$ cat src/rtl/sbldc_pkg.sv
package sbldc_pkg;

	localparam int PERIOD_W = 16;
	localparam int PCT_W = 7;
	localparam int COUNT_W = 8;
	localparam int PROD_W = PERIOD_W + PCT_W;
	localparam int RECIP_W = 24;
	localparam int SCALED_W = PROD_W + RECIP_W;
	localparam int RECIP_SHIFT = 30;
	localparam logic [RECIP_W-1:0] RECIP_100 = 24'd10737419;
	localparam int QUOT_W = SCALED_W - RECIP_SHIFT;

	localparam logic [1:0] CMD_START = 2'd0;
	localparam logic [1:0] CMD_TICK = 2'd1;
	localparam logic [1:0] CMD_EVENT = 2'd2;

	localparam logic [2:0] REG_PWM_PERIOD = 3'd0;
	localparam logic [2:0] REG_ALIGN_DUTY = 3'd1;
	localparam logic [2:0] REG_START_DUTY = 3'd2;
	localparam logic [2:0] REG_LOCK_COUNT = 3'd3;
	localparam logic [2:0] REG_MAX_FORCED = 3'd4;

	localparam logic [1:0] MODE_IDLE = 2'd0;
	localparam logic [1:0] MODE_START = 2'd1;
	localparam logic [1:0] MODE_RUN = 2'd2;
	localparam logic [1:0] MODE_FAIL = 2'd3;

	localparam logic [2:0] NO_STEP = 3'd7;
	localparam logic [2:0] ALIGN_STEP = 3'd5;
	localparam logic [2:0] LAST_STEP = 3'd5;
	localparam logic [2:0] NUM_STEPS = 3'd6;

	typedef enum logic [3:0] {
		ST_IDLE  = 4'b0001,
		ST_START = 4'b0010,
		ST_RUN   = 4'b0100,
		ST_FAIL  = 4'b1000
	} run_state_t;

	typedef struct packed {
		logic [PERIOD_W-1:0] pwm_period;
		logic [PCT_W-1:0]    align_duty_pct;
		logic [PCT_W-1:0]    start_duty_pct;
		logic [COUNT_W-1:0]  lock_count;
		logic [COUNT_W-1:0]  max_forced_steps;
	} sbldc_cfg_t;

	typedef struct packed {
		logic [1:0]          cmd;
		logic [2:0]          pattern;
		logic                same;
		logic [2:0]          next_step;
		logic [PERIOD_W-1:0] duty;
	} sbldc_item_t;

	function automatic logic [2:0] expect_pattern(input logic [2:0] s);
		logic [2:0] r;
		unique case (s)
			3'd0: r = 3'h4;
			3'd1: r = 3'h6;
			3'd2: r = 3'h2;
			3'd3: r = 3'h3;
			3'd4: r = 3'h1;
			3'd5: r = 3'h5;
			default: r = 3'h0;
		endcase
		return r;
	endfunction

	function automatic logic [2:0] pattern_to_step(input logic [2:0] p);
		logic [2:0] r;
		unique case (p)
			3'd1: r = 3'd5;
			3'd2: r = 3'd3;
			3'd3: r = 3'd4;
			3'd4: r = 3'd1;
			3'd5: r = 3'd0;
			3'd6: r = 3'd2;
			default: r = NO_STEP;
		endcase
		return r;
	endfunction

	function automatic logic [7:0] enable_low_of(input logic [2:0] s);
		logic [7:0] r;
		unique case (s)
			3'd2, 3'd3: r = 8'h10;
			3'd4, 3'd5: r = 8'h01;
			default: r = 8'h00;
		endcase
		return r;
	endfunction

	function automatic logic [7:0] enable_high_of(input logic [2:0] s);
		logic [7:0] r;
		unique case (s)
			3'd0, 3'd1: r = 8'h01;
			default: r = 8'h00;
		endcase
		return r;
	endfunction

	function automatic logic [2:0] low_side_of(input logic [2:0] s);
		logic [2:0] r;
		unique case (s)
			3'd0, 3'd5: r = 3'h2;
			3'd1, 3'd2: r = 3'h4;
			default: r = 3'h1;
		endcase
		return r;
	endfunction

	function automatic logic [1:0] channel_of(input logic [2:0] s);
		logic [1:0] r;
		unique case (s)
			3'd2, 3'd3: r = 2'd2;
			3'd4, 3'd5: r = 2'd1;
			default: r = 2'd3;
		endcase
		return r;
	endfunction

	function automatic logic [1:0] mode_code(input run_state_t m);
		logic [1:0] r;
		unique case (m)
			ST_START: r = MODE_START;
			ST_RUN: r = MODE_RUN;
			ST_FAIL: r = MODE_FAIL;
			default: r = MODE_IDLE;
		endcase
		return r;
	endfunction

endpackage

$ cat src/rtl/sensorless_bldc_commutator.sv
// Six-step sensorless commutator. Each beat on the input channel (start, forced tick or
// back-EMF event) gives exactly one result beat. The block takes one beat per clock when
// the queue is not full: a two-stage front computes the duty as period times percent over
// 100 with two registered multiplies, a two-entry queue decouples it from the back, which
// updates the commutation state and loads the output register together on each pop. An
// accepted beat passes stage 1, stage 2, the queue and the output register in that order.
// Configuration writes take effect at once and must be made while no beats are in flight.
module sensorless_bldc_commutator import sbldc_pkg::*; (
	input  logic        clk,
	input  logic        arst_n,
	input  logic        cfg_we,
	input  logic [2:0]  cfg_index,
	input  logic [15:0] cfg_data,
	input  logic        in_valid,
	output logic        in_ready,
	input  logic [1:0]  cmd,
	input  logic [2:0]  first_sample,
	input  logic [2:0]  second_sample,
	output logic        out_valid,
	input  logic        out_ready,
	output logic [1:0]  mode,
	output logic [2:0]  step,
	output logic [15:0] compare_value,
	output logic [1:0]  compare_channel,
	output logic [2:0]  low_side_on,
	output logic [7:0]  enable_word_low,
	output logic [7:0]  enable_word_high,
	output logic        drive_enabled,
	output logic        led_toggle,
	output logic        fault
);

	sbldc_cfg_t  cfg_q;
	sbldc_item_t push_item;
	sbldc_item_t pop_item;
	logic        q_full;
	logic        q_push;
	logic        q_pop;
	logic        q_not_empty;

	always_ff @(posedge clk or negedge arst_n) begin
		if (!arst_n) begin
			cfg_q.pwm_period <= 16'd1000;
			cfg_q.align_duty_pct <= 7'd15;
			cfg_q.start_duty_pct <= 7'd15;
			cfg_q.lock_count <= 8'd30;
			cfg_q.max_forced_steps <= 8'd200;
		end else if (cfg_we) begin
			unique case (cfg_index)
				REG_PWM_PERIOD: cfg_q.pwm_period <= cfg_data;
				REG_ALIGN_DUTY: cfg_q.align_duty_pct <= cfg_data[PCT_W-1:0];
				REG_START_DUTY: cfg_q.start_duty_pct <= cfg_data[PCT_W-1:0];
				REG_LOCK_COUNT: cfg_q.lock_count <= cfg_data[COUNT_W-1:0];
				REG_MAX_FORCED: cfg_q.max_forced_steps <= cfg_data[COUNT_W-1:0];
				default: begin
				end
			endcase
		end
	end

	sbldc_front u_front (
		.clk           (clk),
		.arst_n        (arst_n),
		.cfg           (cfg_q),
		.in_valid      (in_valid),
		.in_ready      (in_ready),
		.cmd           (cmd),
		.first_sample  (first_sample),
		.second_sample (second_sample),
		.q_full        (q_full),
		.q_push        (q_push),
		.q_item        (push_item)
	);

	sbldc_fifo u_fifo (
		.clk       (clk),
		.arst_n    (arst_n),
		.push      (q_push),
		.push_item (push_item),
		.full      (q_full),
		.pop       (q_pop),
		.not_empty (q_not_empty),
		.pop_item  (pop_item)
	);

	sbldc_back u_back (
		.clk              (clk),
		.arst_n           (arst_n),
		.cfg              (cfg_q),
		.q_not_empty      (q_not_empty),
		.q_item           (pop_item),
		.q_pop            (q_pop),
		.out_valid        (out_valid),
		.out_ready        (out_ready),
		.mode             (mode),
		.step             (step),
		.compare_value    (compare_value),
		.compare_channel  (compare_channel),
		.low_side_on      (low_side_on),
		.enable_word_low  (enable_word_low),
		.enable_word_high (enable_word_high),
		.drive_enabled    (drive_enabled),
		.led_toggle       (led_toggle),
		.fault            (fault)
	);

endmodule

$ cat src/rtl/sbldc_front.sv
module sbldc_front import sbldc_pkg::*; (
	input  logic        clk,
	input  logic        arst_n,
	input  sbldc_cfg_t  cfg,
	input  logic        in_valid,
	output logic        in_ready,
	input  logic [1:0]  cmd,
	input  logic [2:0]  first_sample,
	input  logic [2:0]  second_sample,
	input  logic        q_full,
	output logic        q_push,
	output sbldc_item_t q_item
);

	logic                v_s1;
	logic                v_s2;
	logic [1:0]          cmd_s1;
	logic [1:0]          cmd_s2;
	logic [2:0]          pat_s1;
	logic [2:0]          pat_s2;
	logic                same_s1;
	logic                same_s2;
	logic [PROD_W-1:0]   prod_s1;
	logic [SCALED_W-1:0] scaled_s2;
	logic [PCT_W-1:0]    pct;
	logic [QUOT_W-1:0]   quot;
	logic                adv;

	assign adv = !v_s2 || !q_full;
	assign in_ready = adv;
	assign pct = (cmd == CMD_START) ? cfg.align_duty_pct : cfg.start_duty_pct;

	always_ff @(posedge clk or negedge arst_n) begin
		if (!arst_n) begin
			v_s1 <= 1'b0;
			v_s2 <= 1'b0;
		end else if (adv) begin
			v_s1 <= in_valid;
			v_s2 <= v_s1;
		end
	end

	always_ff @(posedge clk) begin
		if (adv) begin
			cmd_s1 <= cmd;
			pat_s1 <= first_sample;
			same_s1 <= (first_sample == second_sample);
			prod_s1 <= PROD_W'(cfg.pwm_period) * PROD_W'(pct);
			cmd_s2 <= cmd_s1;
			pat_s2 <= pat_s1;
			same_s2 <= same_s1;
			scaled_s2 <= SCALED_W'(prod_s1) * SCALED_W'(RECIP_100);
		end
	end

	assign quot = scaled_s2[SCALED_W-1:RECIP_SHIFT];
	assign q_push = v_s2 && !q_full;

	always_comb begin
		q_item.cmd = cmd_s2;
		q_item.pattern = pat_s2;
		q_item.same = same_s2;
		q_item.next_step = pattern_to_step(pat_s2);
		q_item.duty = quot[QUOT_W-1:PERIOD_W] != '0 ? '1 : quot[PERIOD_W-1:0];
	end

endmodule

$ cat src/rtl/sbldc_fifo.sv
module sbldc_fifo import sbldc_pkg::*; (
	input  logic        clk,
	input  logic        arst_n,
	input  logic        push,
	input  sbldc_item_t push_item,
	output logic        full,
	input  logic        pop,
	output logic        not_empty,
	output sbldc_item_t pop_item
);

	sbldc_item_t entries_q [2];
	logic        wr_ptr_q;
	logic        rd_ptr_q;
	logic [1:0]  count_q;

	assign full = count_q[1];
	assign not_empty = count_q != 2'd0;
	assign pop_item = entries_q[rd_ptr_q];

	always_ff @(posedge clk or negedge arst_n) begin
		if (!arst_n) begin
			wr_ptr_q <= 1'b0;
			rd_ptr_q <= 1'b0;
			count_q <= 2'd0;
		end else begin
			if (push) begin
				wr_ptr_q <= !wr_ptr_q;
			end
			if (pop) begin
				rd_ptr_q <= !rd_ptr_q;
			end
			if (push && !pop) begin
				count_q <= count_q + 2'd1;
			end else if (pop && !push) begin
				count_q <= count_q - 2'd1;
			end
		end
	end

	always_ff @(posedge clk) begin
		if (push) begin
			entries_q[wr_ptr_q] <= push_item;
		end
	end

	a_no_overflow: assert property (@(posedge clk) disable iff (!arst_n)
		!(push && full && !pop)) else $error("queue written while full");
	a_no_underflow: assert property (@(posedge clk) disable iff (!arst_n)
		!(pop && !not_empty)) else $error("queue read while empty");

endmodule

$ cat src/rtl/sbldc_back.sv
module sbldc_back import sbldc_pkg::*; (
	input  logic        clk,
	input  logic        arst_n,
	input  sbldc_cfg_t  cfg,
	input  logic        q_not_empty,
	input  sbldc_item_t q_item,
	output logic        q_pop,
	output logic        out_valid,
	input  logic        out_ready,
	output logic [1:0]  mode,
	output logic [2:0]  step,
	output logic [15:0] compare_value,
	output logic [1:0]  compare_channel,
	output logic [2:0]  low_side_on,
	output logic [7:0]  enable_word_low,
	output logic [7:0]  enable_word_high,
	output logic        drive_enabled,
	output logic        led_toggle,
	output logic        fault
);

	run_state_t          run_q;
	run_state_t          run_d;
	logic [2:0]          step_q;
	logic [2:0]          step_d;
	logic [COUNT_W-1:0]  good_q;
	logic [COUNT_W-1:0]  good_d;
	logic [COUNT_W-1:0]  forced_q;
	logic [COUNT_W-1:0]  forced_d;
	logic [PERIOD_W-1:0] cmp_q;
	logic [PERIOD_W-1:0] cmp_d;
	logic                drive_q;
	logic                drive_d;
	logic                led_d;
	logic                fault_d;
	logic [2:0]          st;
	logic                out_valid_q;
	logic [1:0]          mode_q;
	logic [2:0]          step_out_q;
	logic [15:0]         cmp_out_q;
	logic [1:0]          channel_q;
	logic [2:0]          low_side_q;
	logic [7:0]          en_low_q;
	logic [7:0]          en_high_q;
	logic                drive_out_q;
	logic                led_q;
	logic                fault_q;

	assign q_pop = q_not_empty && (!out_valid_q || out_ready);

	always_comb begin
		run_d = run_q;
		step_d = step_q;
		good_d = good_q;
		forced_d = forced_q;
		cmp_d = cmp_q;
		drive_d = drive_q;
		led_d = 1'b0;
		fault_d = 1'b0;
		unique case (q_item.cmd)
			CMD_START: begin
				run_d = ST_START;
				good_d = '0;
				forced_d = '0;
				step_d = ALIGN_STEP;
				cmp_d = q_item.duty;
				drive_d = 1'b1;
			end
			CMD_TICK: begin
				if (run_q == ST_START) begin
					step_d = (step_q >= LAST_STEP) ? 3'd0 : step_q + 3'd1;
					cmp_d = q_item.duty;
					drive_d = 1'b1;
					if (forced_q != '1) begin
						forced_d = forced_q + COUNT_W'(1);
					end
					if (forced_d >= cfg.max_forced_steps) begin
						drive_d = 1'b0;
						run_d = ST_FAIL;
					end
				end
			end
			CMD_EVENT: begin
				if ((run_q == ST_START || run_q == ST_RUN) && q_item.same) begin
					if (run_q == ST_START) begin
						if (step_q < NUM_STEPS && q_item.pattern == expect_pattern(step_q)) begin
							if (good_q != '1) begin
								good_d = good_q + COUNT_W'(1);
							end
							led_d = 1'b1;
						end else begin
							good_d = '0;
						end
						if (good_d >= cfg.lock_count) begin
							run_d = ST_RUN;
						end
					end
					if (run_d == ST_RUN) begin
						if (q_item.next_step == NO_STEP) begin
							drive_d = 1'b0;
							fault_d = 1'b1;
						end else begin
							step_d = q_item.next_step;
							cmp_d = q_item.duty;
							drive_d = 1'b1;
						end
					end
				end
			end
			default: begin
			end
		endcase
		if (run_d == ST_FAIL) begin
			fault_d = 1'b1;
		end
		st = (step_d < NUM_STEPS) ? step_d : 3'd0;
	end

	always_ff @(posedge clk or negedge arst_n) begin
		if (!arst_n) begin
			run_q <= ST_IDLE;
			step_q <= '0;
			good_q <= '0;
			forced_q <= '0;
			cmp_q <= '0;
			drive_q <= 1'b0;
			out_valid_q <= 1'b0;
		end else begin
			if (q_pop) begin
				run_q <= run_d;
				step_q <= step_d;
				good_q <= good_d;
				forced_q <= forced_d;
				cmp_q <= cmp_d;
				drive_q <= drive_d;
				out_valid_q <= 1'b1;
			end else if (out_ready) begin
				out_valid_q <= 1'b0;
			end
		end
	end

	always_ff @(posedge clk) begin
		if (q_pop) begin
			mode_q <= mode_code(run_d);
			step_out_q <= step_d;
			cmp_out_q <= cmp_d;
			channel_q <= channel_of(st);
			low_side_q <= drive_d ? low_side_of(st) : 3'd0;
			en_low_q <= drive_d ? enable_low_of(st) : 8'd0;
			en_high_q <= drive_d ? enable_high_of(st) : 8'd0;
			drive_out_q <= drive_d;
			led_q <= led_d;
			fault_q <= fault_d;
		end
	end

	assign out_valid = out_valid_q;
	assign mode = mode_q;
	assign step = step_out_q;
	assign compare_value = cmp_out_q;
	assign compare_channel = channel_q;
	assign low_side_on = low_side_q;
	assign enable_word_low = en_low_q;
	assign enable_word_high = en_high_q;
	assign drive_enabled = drive_out_q;
	assign led_toggle = led_q;
	assign fault = fault_q;

	a_fail_drive_off: assert property (@(posedge clk) disable iff (!arst_n)
		run_q == ST_FAIL |-> !drive_q) else $error("drive on while failed");
	a_step_range: assert property (@(posedge clk) disable iff (!arst_n)
		step_q < NUM_STEPS) else $error("step out of range");
	a_tick_counts: assert property (@(posedge clk) disable iff (!arst_n)
		q_pop && q_item.cmd == CMD_TICK && run_q == ST_START |=> forced_q != '0)
		else $error("forced tick not counted");

endmodule

$ cat config.mk
export PLATFORM = sky130hd
export DESIGN_NAME = sensorless_bldc_commutator
export DESIGN_NICKNAME = d
export VERILOG_FILES = /design/src/rtl/sbldc_pkg.sv /design/src/rtl/sensorless_bldc_commutator.sv /design/src/rtl/sbldc_front.sv /design/src/rtl/sbldc_fifo.sv /design/src/rtl/sbldc_back.sv
export SDC_FILE = /design/constraint.sdc
export NUM_CORES = 1
export LEC_CHECK = 0
export CORE_MARGIN = 8
export CORE_UTILIZATION = 60
export DETAILED_ROUTE_END_ITERATION = 8
export DONT_BUFFER_PORTS = 1
export HOLD_SLACK_MARGIN = 0.06
export PLACE_DENSITY = 0.76
export SLEW_MARGIN = 20
export SYNTH_ARGS = -nofsm -noshare
export SYNTH_HDL_FRONTEND = slang
export SYNTH_SLANG_ARGS = --single-unit
export TNS_END_PERCENT = 30
$ cat constraint.sdc
create_clock -name clk -period 8.53 [get_ports clk]
set_input_delay 1.706 -clock clk [delete_from_list [all_inputs] [get_ports clk]]
set_output_delay 1.706 -clock clk [all_outputs]
set_load 0.02 [all_outputs]
==> impl_metrics.yaml, run 1 <==
yosys:
  ys_warn_count: 0
  synth_flop_cell: "edfxtp_1"
  synth.largest_area_cell: "fa_1"
  yosys_register_bits: 227
  syn-cell-area_um2: 21800
  synthArstFlopShare: 0.410
  ys_seq_area_frac: 0.293
  synth_area_leaders: "fa_1 24%, edfxtp_1 18%, ha_1 18%, dfrtp_1 8.2%, inv_1 6.9%"
  netlist_instances: 1960
  ys_types: 80
  avgSynthCellArea_um2: 11.1
  synth_top_area_frac: 0.244
  synth_edf_count: 134
critical_path:
  endpoint_kind: "register"
  criticalPathCategory: "register to register"
  crit_fanout: 7
  cp-start-kind: "register"
  cp.arrival_ps: 7450
  cp.required_ps: 8830
global_route:
  top_usage_layer: "met2"
  grt_overflow: 0
  grt_first_pass_wirelength_um: 75100
  grt_use_met1: 0.287
  use_met2: 0.382
  antenna_found_initial: 1
  met3_usage: 0.0395
  grt_pass1_vias: 14600
  grt.total_usage: 0.224
  grt_max_degree: 94
floorplanning:
  core_um2: 36200
  rows: 70
  dieHeight_um: 207
  start_util: 0.602
  io_pins: 79
  die_w_um: 207
  die-area_um2: 42700
cells_and_area:
  syn2layout_area_growth_pct: 6.01
  fin_cells: 2454
  drive_gt1_frac: 0.0896
  antennaDiodeCount: 0
  fin_nets: 2570
  postLayoutCoreUtil: 0.639
routing:
  wire_per_inst_um: 18.6
  drt_iter0_drc: 645
  finalWirelength_um: 45700
  postRouteAntennaNets: 0
  drc: 0
  vias_per_cell: 5.52
  routed-via-count: 13500
  dr.pass1.iters: 5
place:
  numPortBuffers: 0
  dpl.cell_count: 2408
  gp_congestion: 0.956
  dp_hpwl_um: 37600
timing:
  clock_skew_ps: 23.7
  hold_viol: 0
  fin_crit_ps: 7150
  slew_headroom: 0.341
  setup_tns_ps: 0
  grt_setup_unrepaired: "false"
  setup_violations: 0
  slew_viol_final: 0
  fin_crit_sh: 0.838
  max_freq_ghz: 0.140
  tightest_slew_ps: 988
clock_tree:
  clkTransAtPathRegs_ps: 70
  postCtsResizedCells: 0
  cts_tree: "built"
  insertion_delay_ps: 560
  htree_levels: 1
  cts_root_buf: "clkbuf_16"
  hold_buffers: 0
  clockBufferDepth: 3
  numCtsBuffers: 25
  post_cts_buffers: 0
  cts_sinks: 227
status:
  run_status: "completed"
flow_run:
  max_cap_violations: 0
min_path:
  hp-class: "register to register"
[cell usage in the layout (no fill, tap or decap), types with 17 or more instances in the layout]
| cell | instances |
|---|---|
| inv_1 | 403 |
| ha_1 | 305 |
| fa_1 | 266 |
| nand2_1 | 166 |
| edfxtp_1 | 134 |
| dfrtp_1 | 71 |
| nor2_1 | 57 |
| mux2_2 | 53 |
| o21ai_0 | 52 |
| a21oi_1 | 38 |
| xnor2_1 | 30 |
| nor2b_1 | 29 |
| clkbuf_16 | 25 |
| mux2i_1 | 24 |
| nor3_1 | 24 |
| xor2_1 | 22 |
| dfstp_2 | 22 |
| or2_2 | 21 |
| o21ai_1 | 21 |
| and2_1 | 19 |
| nand3_1 | 17 |
[kinds of logic (layout without fill, tap and decap cells)]
family / count (synthesis) / count (layout) / synth area share
other cells: 1 / 13 / 0.000172
flops: 227 / 227 / 0.293
xor+xnor: 52 / 52 / 0.0209
compound gates: 199 / 199 / 0.0623
buf+inv: 445 / 459 / 0.0799
fa+ha+maj: 571 / 571 / 0.419
simple gates: 386 / 386 / 0.0849
mux: 79 / 79 / 0.0397
[synth_stat cells (4+ instances only)]
master and n:
nand2b_1 12, a32o_1 6, nand4_1 9, nor2_1 58, buf_4 13, a21oi_1 38, a21oi_2 5, a211oi_1 10
a31oi_1 5, buf_2 5, and3_1 4, and2_1 20, xnor2_1 30, o21ai_0 53, or2_2 21, nand3_1 17
xor2_1 22, o31ai_1 4, edfxtp_1 134, mux2i_1 24, nor3_1 24, nor2b_1 29, o21ai_1 20, a21o_1 13
fa_1 266, dfstp_2 22, dfrtp_1 71, inv_1 403, ha_1 305, nand2_1 167, mux2_2 53, a22o_1 7
o21a_1 6, clkbuf_1 20
[cell type report]
| class | count | area (um^2) |
|---|---|---|
| fill | 2839 | 13100 |
| clock inverter | 10 | 98.8 |
| inverter | 404 | 1520 |
| sequential | 227 | 6380 |
| tap | 468 | 586 |
| timing repair buffer | 9 | 67.6 |
| multi-input combinational | 1300 | 13700 |
| clock buffer | 36 | 717 |
[critical path: stages, from the launching register on]
cell and delay, ps:
edfxtp_1 560, inv_1 150, fa_1 580, inv_1 90, ha_1 310, fa_1 480, inv_1 50, fa_1 490
inv_1 50, fa_1 530, inv_1 60, fa_1 460, fa_1 520, inv_1 50, ha_1 270, nand2_1 60
nor4_1 300, a211oi_1 160, a2111oi_2 330, a211oi_2 200, o31ai_2 370, and4_4 310, o31ai_4 90, a21oi_2 200
a21oi_2 90, xnor2_1 120
[stage by stage]
stage	instance area [um^2]	hold slack, ps	setup slack (ps)
after floorplan	21800	400	1750
after global placement	22300	406	1420
after detailed placement	22300	413	1360
after CTS	23100	422	1370
after global routing	23100	429	1040
final	23100	423	1380
[sequential cells by signal, summed over array words and instances (netlist names), 2 cells and up]
name	count
u_front.cmd_s2	2
cfg_q	46
u_back.low_side_on	3
u_front.pat_s2	3
u_front.scaled_s2	17
u_back.good_q	8
u_back.cmp_q	16
u_back.forced_q	8
u_fifo.entries_q	50
u_front.pat_s1	3
u_back.mode	2
u_back.enable_word_low	2
u_back.step_q	3
u_back.compare_value	16
u_back.compare_channel	2
u_back.run_q	4
u_front.cmd_s1	2
u_back.step	3
u_front.prod_s1	23
u_fifo.count_q	2
[path summary, 6_finish.rpt]
check	start	end	slack (ps)	cells after the start
min in group asynchronous	arst_n	u_back.cmp_q[0]	850	0
worst min register to register	u_front.pat_s1[0]	u_front.pat_s2[0]	420	0
worst min-delay path	u_front.pat_s1[0]	u_front.pat_s2[0]	420	0
max in group asynchronous	arst_n	cfg_q[38]	7380	0
worst max-delay path	u_front.prod_s1[6]	u_front.scaled_s2[46]	1380	25
worst max register to register	u_front.prod_s1[6]	u_front.scaled_s2[46]	1380	25
[per-layer routing]
layer / wire (um) / part of all wire / up-vias
met5: 9 / 0.00020 / -
met3: 2260 / 0.049 / 87
li1: - / - / 6381
met1: 19400 / 0.42 / 6783
met4: 1450 / 0.032 / 2
met2: 22600 / 0.49 / 293
Power of run 1 is not shown: default switching activity piles up to over one toggle a cycle in this logic, so the estimate is an artifact.
==> run 2, diff against run 1 <==
Clock period 8.53 ns to 7.5 ns, I/O delays scaled along.
==> run 2 against run 1 <==
Compared with the run above:
- core utilization is essentially flat
- setup slack lost 1000 ps
- flip-flop and latch count is the same
- global-route usage shrank 0.47 points
- die area is the same
- sequential share of layout area is essentially flat
- wire length shrank 1.5%
- critical path type unchanged
- highest routed layer is now met4
==> impl_metrics.yaml, run 2 (synthesis results as in run 1) <==
status:
  run_status: "completed"
timing:
  tightest_slew_ps: 993
  setup_tns_ps: 0
  slew_headroom: 0.338
  hold_viol: 0
  max_freq_ghz: 0.141
  fin_crit_sh: 0.949
  slew_viol_final: 0
  setup_violations: 0
  clock_skew_ps: 12.1
  fin_crit_ps: 7120
  grt_setup_unrepaired: "false"
floorplanning:
  die-area_um2: 42700
  dieHeight_um: 207
  core_um2: 36200
  io_pins: 79
  die_w_um: 207
  rows: 70
  start_util: 0.602
critical_path:
  cp.arrival_ps: 7380
  criticalPathCategory: "register to register"
  crit_top_cell: "fa_1"
  cp.required_ps: 7770
  cpPeakStageDelay_ps: 590
  crit_chain: "fa_1 -> fa_1 -> inv_1 -> fa_1 -> fa_1 -> inv_1 -> fa_1 -> inv_1 -> fa_1 -> fa_1 -> inv_1 -> ha_1 -> nor3_1 -> nor4_1 -> a211oi_1 -> a2111oi_2 -> a211oi_2 -> o31ai_2 -> and4_4 -> o31ai_4 -> a21oi_2 -> a21oi_2 -> xnor2_1"
  crit_fanout: 8
  cp-start-kind: "register"
  crit_slowest_cell: "fa_1"
  endpoint_kind: "register"
global_route:
  grt_max_degree: 94
  grt_first_pass_wirelength_um: 73800
  grt.total_usage: 0.219
  antenna_found_initial: 0
  grt_pass1_vias: 14100
  grt_overflow: 0
clock_tree:
  hold_buffers: 0
  cts_root_buf: "clkbuf_16"
  cts_sinks: 227
  htree_levels: 1
  clockBufferDepth: 3
  clkTransAtPathRegs_ps: 60
  post_cts_buffers: 0
  numCtsBuffers: 24
  postCtsResizedCells: 0
  cts_tree: "built"
  insertion_delay_ps: 530
routing:
  drt_iter0_drc: 537
  finalWirelength_um: 45100
  routed-via-count: 13400
  vias_per_cell: 5.46
  postRouteAntennaNets: 0
  dr.pass1.iters: 5
  wire_per_inst_um: 18.3
  drc: 0
cells_and_area:
  fin_nets: 2574
  layout_common_cells: "403 x inv_1, 305 x ha_1, 266 x fa_1, 166 x nand2_1, 134 x edfxtp_1"
  largest-register: "u_fifo.entries_q"
  drive_gt1_frac: 0.0910
  largest_reg_flops: 50
  design_area_um2: 23100
  antennaDiodeCount: 0
  reg_top3: "u_fifo.entries_q (50), cfg_q (46), u_front.prod_s1 (23)"
  layout_commonest_cell: "inv_1"
  syn2layout_area_growth_pct: 6.08
place:
  dp_hpwl_um: 37600
  post_dp_cell_area_um2: 22300
  gp_congestion: 0.975
  numPortBuffers: 0
flow_run:
  max_cap_violations: 0
min_path:
  hp-class: "register to register"
## run 2: critical path: cells and delay by family (launching register included)
family	cells	cell delay, ps
xor+xnor	1	80
compound gates	7	1630
fa+ha+maj	8	3850
simple gates	3	510
flops	1	550
buf+inv	4	230
## run 2: final timing paths
path / startpoint / end / slack (ps) / cells past startpoint
setup / recovery: u_front.prod_s1[3] / u_front.scaled_s2[46] / 380 / 23
hold / removal: u_front.pat_s1[0] / u_front.pat_s2[0] / 440 / 0
setup reg to reg: u_front.prod_s1[3] / u_front.scaled_s2[46] / 380 / 23
hold reg to reg: u_front.pat_s1[0] / u_front.pat_s2[0] / 440 / 0
max in group asynchronous: arst_n / cfg_q[39] / 6530 / 0
min in group asynchronous: arst_n / u_back.cmp_q[1] / 670 / 0
## run 2: layout make-up
type,count,area (um^2)
repair buffers,14,105
clock inverters,13,136
multi-input cells,1300,13700
clock buffers,30,666
inverters,404,1520
fillers,2849,13100
well taps,468,586
flip-flops and latches,227,6380
## run 2: through the flow
stage | utilization | setup WS, ps | cells | hold WS [ps]
after floorplan | - | 923 | 1972 | 400
after global placement | 0.617 | 519 | 2413 | 410
after detailed placement | 0.617 | 327 | 2413 | 405
after CTS | 0.639 | 313 | 2456 | 444
after global routing | 0.639 | 38.4 | 2456 | 461
final | 0.639 | 385 | 2456 | 440
## run 2: layer usage
layer | part of all wire | up-vias | global-route usage
met2 | 0.50 | 263 | 0.382
met5 | 0 | - | 0
met3 | 0.041 | 65 | 0.0228
met1 | 0.44 | 6693 | 0.290
met4 | 0.025 | 0 | 0.0545
li1 | - | 6388 | -
Power of run 2 is left out for the same reason.
